## config.mk

```make
export PLATFORM = sky130hd
export DESIGN_NAME = hall_sensor_angle_decoder_core
export DESIGN_NICKNAME = d
export VERILOG_FILES = /design/src/hsad_pkg.sv /design/src/hsad_track.sv /design/src/hall_sensor_angle_decoder_core.sv
export SDC_FILE = /design/constraint.sdc
export NUM_CORES = 1
export LEC_CHECK = 0
export BUFFER_PORTS_ARGS = -buffer_cell sky130_fd_sc_hd__buf_2
export CELL_PAD_IN_SITES_DETAIL_PLACEMENT = 2
export CELL_PAD_IN_SITES_GLOBAL_PLACEMENT = 2
export CORE_MARGIN = 3
export CORE_UTILIZATION = 44
export CTS_BUF_LIST = sky130_fd_sc_hd__clkbuf_2 sky130_fd_sc_hd__clkbuf_4 sky130_fd_sc_hd__clkbuf_8
export CTS_CLUSTER_DIAMETER = 30
export DETAILED_ROUTE_END_ITERATION = 10
export GPL_TIMING_DRIVEN = 0
export HOLD_SLACK_MARGIN = 0.15
export MAX_ROUTING_LAYER = met4
export PLACE_DENSITY = 0.86
export REMOVE_ABC_BUFFERS = 1
export SETUP_SLACK_MARGIN = 0.2
export SLEW_MARGIN = 5
export SYNTH_ARGS = -nofsm -noshare
export SYNTH_HDL_FRONTEND = slang
export SYNTH_HIERARCHICAL = 1
export SYNTH_SLANG_ARGS = --single-unit
```

## constraint.sdc

```tcl
create_clock -name clk -period 13.1 [get_ports clk]
set_input_delay 0.655 -clock clk [delete_from_list [all_inputs] [get_ports clk]]
set_output_delay 0.655 -clock clk [all_outputs]
set_load 0.02 [all_outputs]
```

## src/hsad_pkg.sv

```systemverilog
package hsad_pkg;

	// Default number of pole pairs; one mechanical turn holds this many electrical turns.
	localparam int POLE_PAIRS_DEF = 4;

	localparam int CODE_W  = 3;
	localparam int ANGLE_W = 16;
	localparam int TURN_W  = 4;
	localparam int POS_W   = 3;

	// Hall codes that name no sector.
	localparam logic [CODE_W-1:0] HALL_NONE_LO = 3'd0;
	localparam logic [CODE_W-1:0] HALL_NONE_HI = 3'd7;

	// Hall codes in sequence order 1,3,2,6,4,5.
	localparam logic [CODE_W-1:0] HALL_SEC0 = 3'd1;
	localparam logic [CODE_W-1:0] HALL_SEC1 = 3'd3;
	localparam logic [CODE_W-1:0] HALL_SEC2 = 3'd2;
	localparam logic [CODE_W-1:0] HALL_SEC3 = 3'd6;
	localparam logic [CODE_W-1:0] HALL_SEC4 = 3'd4;
	localparam logic [CODE_W-1:0] HALL_SEC5 = 3'd5;

	// Positions of the first and last sector in the sequence; the turn boundary lies between them.
	localparam logic [POS_W-1:0] SEQ_FIRST = 3'd0;
	localparam logic [POS_W-1:0] SEQ_LAST  = 3'd5;

	// Electrical sector angles, in sequence order.
	localparam logic [ANGLE_W-1:0] SECT_ANG0 = 16'h0000;
	localparam logic [ANGLE_W-1:0] SECT_ANG1 = 16'h2AAA;
	localparam logic [ANGLE_W-1:0] SECT_ANG2 = 16'h5554;
	localparam logic [ANGLE_W-1:0] SECT_ANG3 = 16'h7FFF;
	localparam logic [ANGLE_W-1:0] SECT_ANG4 = 16'hAAA8;
	localparam logic [ANGLE_W-1:0] SECT_ANG5 = 16'hD552;
	localparam logic [ANGLE_W-1:0] FULL_TURN = 16'hFFFF;

	typedef enum logic [1:0] {
		FAULT_NONE  = 2'd0,
		FAULT_VALUE = 2'd1,
		FAULT_SEQ   = 2'd2
	} fault_t;

	typedef struct packed {
		logic [ANGLE_W-1:0] angle;
		logic [TURN_W-1:0]  turn;
		fault_t             fault;
	} hsad_result_t;

	// Position of a valid code within the sector sequence.
	function automatic logic [POS_W-1:0] seq_pos(input logic [CODE_W-1:0] code);
		logic [POS_W-1:0] pos;
		begin
			unique case (code)
				HALL_SEC1: pos = 3'd1;
				HALL_SEC2: pos = 3'd2;
				HALL_SEC3: pos = 3'd3;
				HALL_SEC4: pos = 3'd4;
				HALL_SEC5: pos = 3'd5;
				default:   pos = SEQ_FIRST;
			endcase
			return pos;
		end
	endfunction

endpackage

```

## src/hsad_track.sv

```systemverilog
module hsad_track import hsad_pkg::*; #(
	parameter int POLE_PAIRS = POLE_PAIRS_DEF
) (
	input  logic                clk,
	input  logic                arst_n,
	input  logic                step,
	input  logic [CODE_W-1:0]   code,
	output hsad_result_t        result
);

	// Sector angles scaled to one electrical turn, and the angle of one electrical turn.
	localparam logic [ANGLE_W-1:0] SECT_DIV0 = ANGLE_W'(SECT_ANG0 / POLE_PAIRS);
	localparam logic [ANGLE_W-1:0] SECT_DIV1 = ANGLE_W'(SECT_ANG1 / POLE_PAIRS);
	localparam logic [ANGLE_W-1:0] SECT_DIV2 = ANGLE_W'(SECT_ANG2 / POLE_PAIRS);
	localparam logic [ANGLE_W-1:0] SECT_DIV3 = ANGLE_W'(SECT_ANG3 / POLE_PAIRS);
	localparam logic [ANGLE_W-1:0] SECT_DIV4 = ANGLE_W'(SECT_ANG4 / POLE_PAIRS);
	localparam logic [ANGLE_W-1:0] SECT_DIV5 = ANGLE_W'(SECT_ANG5 / POLE_PAIRS);
	localparam logic [ANGLE_W-1:0] TURN_STEP = ANGLE_W'(FULL_TURN / POLE_PAIRS);
	localparam logic [TURN_W:0]    PP_EXT    = (TURN_W+1)'(POLE_PAIRS);
	localparam logic [TURN_W-1:0]  TURN_MAX  = TURN_W'(POLE_PAIRS - 1);
	localparam int                 PROD_W    = ANGLE_W + TURN_W;

	logic [CODE_W-1:0]  last_code_q;
	logic [TURN_W-1:0]  turn_count_q;
	logic [ANGLE_W-1:0] held_angle_q;

	logic [CODE_W-1:0]  last_code_d;
	logic [TURN_W-1:0]  turn_count_d;
	logic [ANGLE_W-1:0] held_angle_d;

	logic [POS_W-1:0]   pos_new;
	logic [POS_W-1:0]   pos_old;
	logic               fwd;
	logic               back;
	logic [ANGLE_W-1:0] sect_div;
	logic [PROD_W-1:0]  turn_ofs;
	fault_t             fault_d;

	assign pos_new = seq_pos(code);
	assign pos_old = seq_pos(last_code_q);
	assign fwd  = (pos_old == SEQ_LAST) ? (pos_new == SEQ_FIRST) : (pos_new == pos_old + 3'd1);
	assign back = (pos_new == SEQ_LAST) ? (pos_old == SEQ_FIRST) : (pos_old == pos_new + 3'd1);

	always_comb begin
		unique case (code)
			HALL_SEC1: sect_div = SECT_DIV1;
			HALL_SEC2: sect_div = SECT_DIV2;
			HALL_SEC3: sect_div = SECT_DIV3;
			HALL_SEC4: sect_div = SECT_DIV4;
			HALL_SEC5: sect_div = SECT_DIV5;
			default:   sect_div = SECT_DIV0;
		endcase
	end

	always_comb begin
		last_code_d  = last_code_q;
		turn_count_d = turn_count_q;
		fault_d      = FAULT_NONE;
		if (code == HALL_NONE_LO || code == HALL_NONE_HI) begin
			last_code_d = HALL_NONE_LO;
			fault_d     = FAULT_VALUE;
		end else if (code != last_code_q) begin
			if (last_code_q != HALL_NONE_LO && !fwd && !back) begin
				last_code_d = HALL_NONE_LO;
				fault_d     = FAULT_SEQ;
			end else begin
				last_code_d = code;
				if (last_code_q != HALL_NONE_LO && fwd && pos_old == SEQ_LAST) begin
					turn_count_d = ({1'b0, turn_count_q} + 1'b1 >= PP_EXT) ? '0
						: turn_count_q + 1'b1;
				end else if (last_code_q != HALL_NONE_LO && back && pos_new == SEQ_LAST) begin
					turn_count_d = (turn_count_q == '0) ? TURN_MAX : turn_count_q - 1'b1;
				end
			end
		end
	end

	// The angle only moves when a sector code is taken over.
	assign turn_ofs = PROD_W'(turn_count_d) * PROD_W'(TURN_STEP);

	always_comb begin
		held_angle_d = held_angle_q;
		if (fault_d == FAULT_NONE && code != last_code_q) begin
			held_angle_d = sect_div + turn_ofs[ANGLE_W-1:0];
		end
	end

	always_ff @(posedge clk or negedge arst_n) begin
		if (!arst_n) begin
			last_code_q  <= HALL_NONE_LO;
			turn_count_q <= '0;
			held_angle_q <= '0;
		end else if (step) begin
			last_code_q  <= last_code_d;
			turn_count_q <= turn_count_d;
			held_angle_q <= held_angle_d;
		end
	end

	assign result.angle = held_angle_d;
	assign result.turn  = turn_count_d;
	assign result.fault = fault_d;

endmodule

```

## src/hall_sensor_angle_decoder_core.sv

```systemverilog
// Channel   Handshake             Payload
// in        in_valid / in_ready   hall_code
// out       out_valid / out_ready unaligned_angle, aligned_angle, turn_index, fault
// cfg       cfg_valid / cfg_ready sync_offset
//
// A sample beat is registered in the input register, decoded from there, and its result lands
// in the output register, from which it is offered.
// One sample beat is taken every cycle while in_ready is high; the decode state updates as the beat moves on.
// Reset clears the sector memory, the turn count, the held angle and the offset.
// When the output stalls, one more sample waits in the input register before in_ready drops.
module hall_sensor_angle_decoder_core import hsad_pkg::*; #(
	parameter int POLE_PAIRS = POLE_PAIRS_DEF
) (
	input  logic                clk,
	input  logic                arst_n,
	input  logic                in_valid,
	output logic                in_ready,
	input  logic [CODE_W-1:0]   hall_code,
	output logic                out_valid,
	input  logic                out_ready,
	output logic [ANGLE_W-1:0]  unaligned_angle,
	output logic [ANGLE_W-1:0]  aligned_angle,
	output logic [TURN_W-1:0]   turn_index,
	output logic [1:0]          fault,
	input  logic                cfg_valid,
	output logic                cfg_ready,
	input  logic [ANGLE_W-1:0]  sync_offset
);

	logic               valid_s1;
	logic [CODE_W-1:0]  code_s1;
	logic               valid_s2;
	hsad_result_t       res_s2;
	logic [ANGLE_W-1:0] aligned_s2;
	logic [ANGLE_W-1:0] sync_offset_q;
	logic               advance;
	hsad_result_t       res;

	// The decode stage moves whenever the output register is empty or being drained.
	assign advance  = !valid_s2 || out_ready;
	assign in_ready = !valid_s1 || advance;

	// The offset register always takes a write.
	assign cfg_ready = 1'b1;

	always_ff @(posedge clk or negedge arst_n) begin
		if (!arst_n) begin
			sync_offset_q <= '0;
		end else if (cfg_valid) begin
			sync_offset_q <= sync_offset;
		end
	end

	// Input register.
	always_ff @(posedge clk or negedge arst_n) begin
		if (!arst_n) begin
			valid_s1 <= 1'b0;
		end else if (in_ready) begin
			valid_s1 <= in_valid;
		end
	end

	always_ff @(posedge clk) begin
		if (in_ready && in_valid) begin
			code_s1 <= hall_code;
		end
	end

	// Sector tracking and angle computation; state commits as the item moves on.
	hsad_track #(
		.POLE_PAIRS(POLE_PAIRS)
	) u_track (
		.clk    (clk),
		.arst_n (arst_n),
		.step   (valid_s1 && advance),
		.code   (code_s1),
		.result (res)
	);

	// Result register.
	always_ff @(posedge clk or negedge arst_n) begin
		if (!arst_n) begin
			valid_s2 <= 1'b0;
		end else if (advance) begin
			valid_s2 <= valid_s1;
		end
	end

	always_ff @(posedge clk) begin
		if (advance && valid_s1) begin
			res_s2     <= res;
			aligned_s2 <= res.angle + sync_offset_q;
		end
	end

	assign out_valid       = valid_s2;
	assign unaligned_angle = res_s2.angle;
	assign aligned_angle   = aligned_s2;
	assign turn_index      = res_s2.turn;
	assign fault           = res_s2.fault;

endmodule

```

==> results of run 1 <==
registers in the layout (all words and copies together), names as in the netlist:
| register | cells |
|---|---|
| fault | 2 |
| code_s1 | 3 |
| unaligned_angle | 16 |
| out_valid | 1 |
| u_track/turn_count_q | 4 |
| u_track/held_angle_q | 16 |
| valid_s1 | 1 |
| aligned_angle | 16 |
| u_track/last_code_q | 3 |
| sync_offset_q | 16 |
| turn_index | 4 |
path summary, 6_finish.rpt:
kind                                              start                      end  slack (ns)  cells past startpoint
worst max-delay path             u_track/last_code_q[1]        aligned_angle[14]        4.24                     25
worst max register to register   u_track/last_code_q[1]        aligned_angle[14]        4.24                     25
max in group asynchronous                        arst_n         sync_offset_q[9]       12.01                      1
worst min-delay path                             arst_n  u_track/turn_count_q[3]        0.45                      1
worst min register to register  u_track/held_angle_q[3]  u_track/held_angle_q[3]        0.52                      1
min in group clk                           hall_code[1]               code_s1[1]        0.45                      1
worst max-delay path, stage by stage, from the launching register on:
cell and delay [ns]:
dfrtp_1 0.74, and3b_1 0.28, o22a_1 0.20, ha_1 0.16, and3b_1 0.22, o21ai_0 0.22, o31ai_1 0.18, a211oi_2 0.15
nor2_4 0.66, mux2i_1 0.25, fa_1 0.73, fa_1 0.57, fa_1 0.79, inv_1 0.11, ha_1 0.40, o21ai_0 0.14
o21bai_1 0.39, a21oi_1 0.20, o22ai_1 0.33, mux2i_1 0.24, ha_1 0.51, nand4_1 0.25, nor2_1 0.24, a31oi_4 0.12
a221oi_1 0.31, o311ai_1 0.15
logic make-up (layout without fill, tap and decap cells):
family / Yosys count / in the layout / share of synthesized area
flops: 82 / 82 / 0.406
xor+xnor: 26 / 26 / 0.0435
mux: 59 / 59 / 0.125
compound gates: 104 / 104 / 0.139
fa+ha+maj: 46 / 46 / 0.120
simple gates: 107 / 107 / 0.110
buf+inv: 62 / 117 / 0.0556
other cells: 1 / 1 / 0.000675
area by class of cell:
cell class	instances	area (um2)	area share
Multi-Input combinational cell	343	3000	0.488
Sequential cell	82	2260	0.368
Timing Repair Buffer	64	335	0.0546
Tap cell	168	210	0.0342
Clock buffer	12	153	0.0249
Inverter	37	139	0.0226
Clock inverter	4	51.3	0.00835
per-layer routing:
metal  wire (um)  part of all wire
met4         348             0.023
met1        6510              0.43
met5           0                 0
met2        7930              0.52
met3         465             0.030
layout by cell type, fill, tap and decap left out, drive strengths merged, types with 14 or more instances in the layout:
cell    Yosys  routed
dfrtp      41      41
nor2       19      19
edfxtp     41      41
ha         34      34
nand2      19      19
mux2       45      45
o21ai      19      19
inv        37      38
a21oi      22      22
mux2i      14      14
buf        17      64
nor3       14      14
xor2       14      14
stage by stage:
stage / cell area [um2] / worst slack, ns / util
detailed placement: 5930 / 3.88 / 0.488
CTS: 6140 / 3.74 / 0.505
floorplan: 5390 / 5.60 / -
global route: 6140 / 3.50 / 0.505
global placement: 5910 / 4.41 / 0.486
finish: 6140 / 4.24 / 0.505
==> flow_metrics.py, run 1 <==
metrics = {
    "global_routing": {
        "grt_util_met1": 0.286,
        "grt_first_pass_wirelength_mm": 25.2,
        "grtUsageTotal": 0.234,
        "globalRoute.busiestLayer": "met2",
        "met3_usage": 0.0311,
        "grt_pass1_vias": 4614,
        "overflow": 0,
        "antenna_found_initial": 0,
        "gr-usage-met2": 0.395,
        "grt_max_degree": 42,
    },
    "synthesis": {
        "async_reset_ff_frac": 0.500,
        "syn_area_mm2": 0.00556,
        "synthDistinctLibCells": 81,
        "ys_ff_latch": 82,
        "synth_edf_count": 41,
        "yosys-top-cells-count": "dfrtp_1, edfxtp_1, inv_1",
        "synth_top_cell_by_area": "edfxtp_1",
        "synth_flop_cell": "edfxtp_1",
        "yosysWarnings": 6,
        "synth_cells": 487,
        "ys_seq_area_frac": 0.406,
        "synth_top_area_share": 0.222,
        "syn_area_per_cell_um2": 11.4,
        "ys_top_cells_by_area": "edfxtp_1, dfrtp_1, ha_1",
    },
    "min_path": {
        "hp-class": "primary input to async pin",
    },
    "critical_path": {
        "cp-start-kind": "register",
        "cp_max_fo": 23,
        "arrival_ns": 8.96,
        "critical_path_class": "register to register",
        "worstPathRequired_ns": 13.21,
        "end_kind": "register",
    },
    "timing": {
        "fin_hold_ws_ns": 0.448,
        "worstMarginPinSlew_ns": 1.03,
        "final-hold-violation-count": 0,
        "slew_violations": 0,
        "fin_crit_ns": 8.86,
        "clock.fmax_mhz": 113,
        "final.setup_skew_ns": 0.00848,
        "fin_crit_sh": 0.676,
        "max_slew_margin": 0.311,
        "setup_violations": 0,
        "grt_setup_unrepaired": "false",
        "setup_tns_ns": 0,
    },
    "clock_tree": {
        "cts_tree": "done",
        "cts-htree-levels": 3,
        "cts_resized": 0,
        "cts_sinks": 82,
        "path_clk_slew_ns": 0.09,
        "cts_max_path_buffers": 2,
        "cts_buffers": 9,
        "postCtsSetupRepairBufs": 0,
        "clkLatencyLatePin_ns": 0.38,
        "root_buffer": "clkbuf_8",
        "cts_hold_buf": 0,
    },
    "floorplanning": {
        "io_pins": 65,
        "start_util": 0.457,
        "die_h_um": 118,
        "coreArea_mm2": 0.0122,
        "die_area_mm2": 0.0140,
        "rows": 40,
        "dieWidth_um": 118,
    },
    "placed_design": {
        "io_buffers": 63,
        "gp_congestion": 0.889,
        "placed_cells_incl_taps": 694,
        "dp_hpwl_mm": 10.8,
    },
    "route": {
        "firstDrtPassIters": 4,
        "drt_iter0_drc": 131,
        "num_vias": 4067,
        "post_drt_wl_per_cell_um": 21.5,
        "totalWireLength_mm": 15.3,
        "drcViolationCount": 0,
        "ant_nets": 0,
        "post_drt_via_cell_ratio": 5.73,
    },
    "finish": {
        "finalNonFillerCells": 710,
        "nFillCells": 1218,
        "drive_above_1_share": 0.275,
        "area_growth_pct": 10.5,
        "finalNetCount": 607,
        "n_antenna_cell": 0,
    },
    "outcome": {
        "outcome": "finished, final reports clean",
    },
    "run": {
        "cap_violations": 0,
    },
}
Power of run 1 is left out: the tool's default activity adds up to more than one toggle a clock period on the data nets, which glitch-free logic cannot reach.
==> run 2, diff against run 1 <==
--- a/config.mk
+++ b/config.mk
@@ -9,14 +9,14 @@
 export CELL_PAD_IN_SITES_DETAIL_PLACEMENT = 2
 export CELL_PAD_IN_SITES_GLOBAL_PLACEMENT = 2
 export CORE_MARGIN = 3
-export CORE_UTILIZATION = 44
+export CORE_UTILIZATION = 41
 export CTS_BUF_LIST = sky130_fd_sc_hd__clkbuf_2 sky130_fd_sc_hd__clkbuf_4 sky130_fd_sc_hd__clkbuf_8
 export CTS_CLUSTER_DIAMETER = 30
 export DETAILED_ROUTE_END_ITERATION = 10
 export GPL_TIMING_DRIVEN = 0
 export HOLD_SLACK_MARGIN = 0.15
 export MAX_ROUTING_LAYER = met4
-export PLACE_DENSITY = 0.86
+export PLACE_DENSITY = 0.8
 export REMOVE_ABC_BUFFERS = 1
 export SETUP_SLACK_MARGIN = 0.2
 export SLEW_MARGIN = 5
==> constraint.sdc (replaced) <==
create_clock -name clk -period 9.2 [get_ports clk]
set_input_delay 0.46 -clock clk [delete_from_list [all_inputs] [get_ports clk]]
set_output_delay 0.46 -clock clk [all_outputs]
set_load 0.02 [all_outputs]
==> run 2 against run 1 <==
Net effect: final area increased by 1.1%; wire length increased by 2.8%; core utilization fell by 2.5 points; register-to-register slack lost 3.5 ns; setup slack got worse by 3.5 ns; largest cell class unchanged.
==> flow_metrics.py, run 2 (synthesis results as in run 1) <==
metrics = {
    "finish": {
        "area_growth_pct": 11.8,
        "final_common_cell": "buf_2",
        "fin_area_mm2": 0.00621,
        "nFillCells": 1364,
        "register_area_mm2": 0.00226,
        "drive_above_1_share": 0.285,
        "final_cell_mix": "buf_2, edfxtp_1, dfrtp_1, inv_1, ha_1",
        "finalNetCount": 609,
        "n_antenna_cell": 0,
        "multi_input_area_mm2": 0.00301,
    },
    "timing": {
        "grt_setup_unrepaired": "false",
        "setup_violations": 0,
        "slew_violations": 0,
        "setup_tns_ns": 0,
        "fin_crit_sh": 0.920,
        "setup_ws_ns": 0.738,
        "clock.fmax_mhz": 118,
        "fin_crit_ns": 8.46,
        "final-hold-violation-count": 0,
        "worstMarginPinSlew_ns": 1.02,
        "max_slew_margin": 0.321,
        "final.setup_skew_ns": 0.0137,
    },
    "route": {
        "num_vias": 4082,
        "firstDrtPassIters": 4,
        "post_drt_wl_per_cell_um": 21.9,
        "drcViolationCount": 0,
        "drt_iter0_drc": 163,
        "totalWireLength_mm": 15.7,
        "ant_nets": 0,
        "post_drt_via_cell_ratio": 5.70,
    },
    "clock_tree": {
        "path_clk_slew_ns": 0.10,
        "root_buffer": "clkbuf_8",
        "cts_buffers": 9,
        "cts_max_path_buffers": 2,
        "cts_tree": "done",
        "cts_sinks": 82,
        "cts-htree-levels": 3,
        "cts_hold_buf": 0,
        "clkLatencyLatePin_ns": 0.38,
    },
    "floorplanning": {
        "rows": 41,
        "start_util": 0.430,
        "die_h_um": 122,
        "coreArea_mm2": 0.0129,
        "dieWidth_um": 122,
        "io_pins": 65,
        "die_area_mm2": 0.0150,
    },
    "run": {
        "cap_violations": 0,
    },
    "global_routing": {
        "grtUsageTotal": 0.221,
        "antenna_found_initial": 0,
        "overflow": 0,
        "grt_first_pass_wirelength_mm": 24.8,
        "grt_pass1_vias": 4567,
        "grt_max_degree": 42,
    },
    "placed_design": {
        "pre_cts_ws_ns": -0.0303,
        "place_area_mm2": 0.00594,
        "gp_congestion": 0.803,
        "dp_hpwl_mm": 11.2,
        "io_buffers": 63,
    },
    "critical_path": {
        "end_kind": "register",
        "worstPathRequired_ns": 9.31,
        "critical_path_class": "register to register",
        "cp_max_fo": 18,
        "arrival_ns": 8.57,
        "cp-start-kind": "register",
    },
    "outcome": {
        "outcome": "finished, final reports clean",
    },
    "min_path": {
        "hp-class": "primary input to async pin",
    },
}
-- run 2: cell count changes in the layout (fill, tap and decap cells not counted), moves of 2 or more --
cell and change:
bufinv_16 +2, clkbuf_4 -2, dfrtp_1 -3, dfrtp_2 +3
-- run 2: metrics by stage --
stage / hold slack [ns] / util / cells
after global placement: 0.460 / 0.458 / 697
after global routing: 0.235 / 0.480 / 716
final: 0.245 / 0.480 / 716
after floorplan: 0.164 / - / 462
after CTS: 0.237 / 0.478 / 714
after detailed placement: 0.494 / 0.459 / 698
-- run 2: cell type report --
cell class              count  share of cell area
clock buffers               9              0.0199
repair buffers             65              0.0552
clock inverters             7              0.0187
well taps                 172              0.0347
multi-input cells         344               0.485
flip-flops and latches     82               0.364
inverters                  37              0.0224
-- run 2: path summary, 6_finish.rpt --
check	from	depth (start not counted)	slack, ns	end
hold reg to reg	u_track/held_angle_q[7]	1	0.51	u_track/held_angle_q[7]
setup reg to reg	u_track/last_code_q[1]	24	0.74	aligned_angle[14]
setup / recovery	u_track/last_code_q[1]	24	0.74	aligned_angle[14]
hold / removal	arst_n	1	0.25	u_track/turn_count_q[3]
max in group asynchronous	arst_n	1	8.27	u_track/last_code_q[2]
min in group clk	hall_code[0]	1	0.25	code_s1[0]
-- run 2: worst max-delay path, cell delays in order, from the launching register on --
cell	delay, ns
dfrtp_2	0.54
and3b_1	0.26
o22a_1	0.22
ha_1	0.29
xnor2_1	0.13
nor3_1	0.37
a211oi_4	0.16
nor2_4	0.43
mux2i_1	0.31
fa_1	0.56
fa_1	0.65
fa_2	0.73
inv_1	0.11
ha_1	0.39
o21ai_0	0.11
o21bai_1	0.39
a21oi_1	0.18
o22ai_1	0.38
mux2i_1	0.25
ha_1	0.51
nand4_1	0.27
nor2_1	0.27
a31oi_4	0.13
a221oi_1	0.34
o311ai_1	0.18
-- run 2: per-layer routing --
| layer | global-route usage | vias to the layer above | routed length, um |
|---|---|---|---|
| met1 | 0.268 | 2100 | 6560 |
| met2 | 0.387 | 87 | 8390 |
| met3 | 0.0346 | 15 | 549 |
| met4 | 0.0518 | 0 | 173 |
| li1 | - | 1880 | - |
| met5 | - | - | 0 |
-- run 2: timing repair --
item	4_1_cts	5_1_grt
cloned	0	1
resized for setup	1	5
setup endpoints to repair	5	6
buffers inserted	0	1
pin swaps	0	2
Power of run 2 is left out for the same reason.
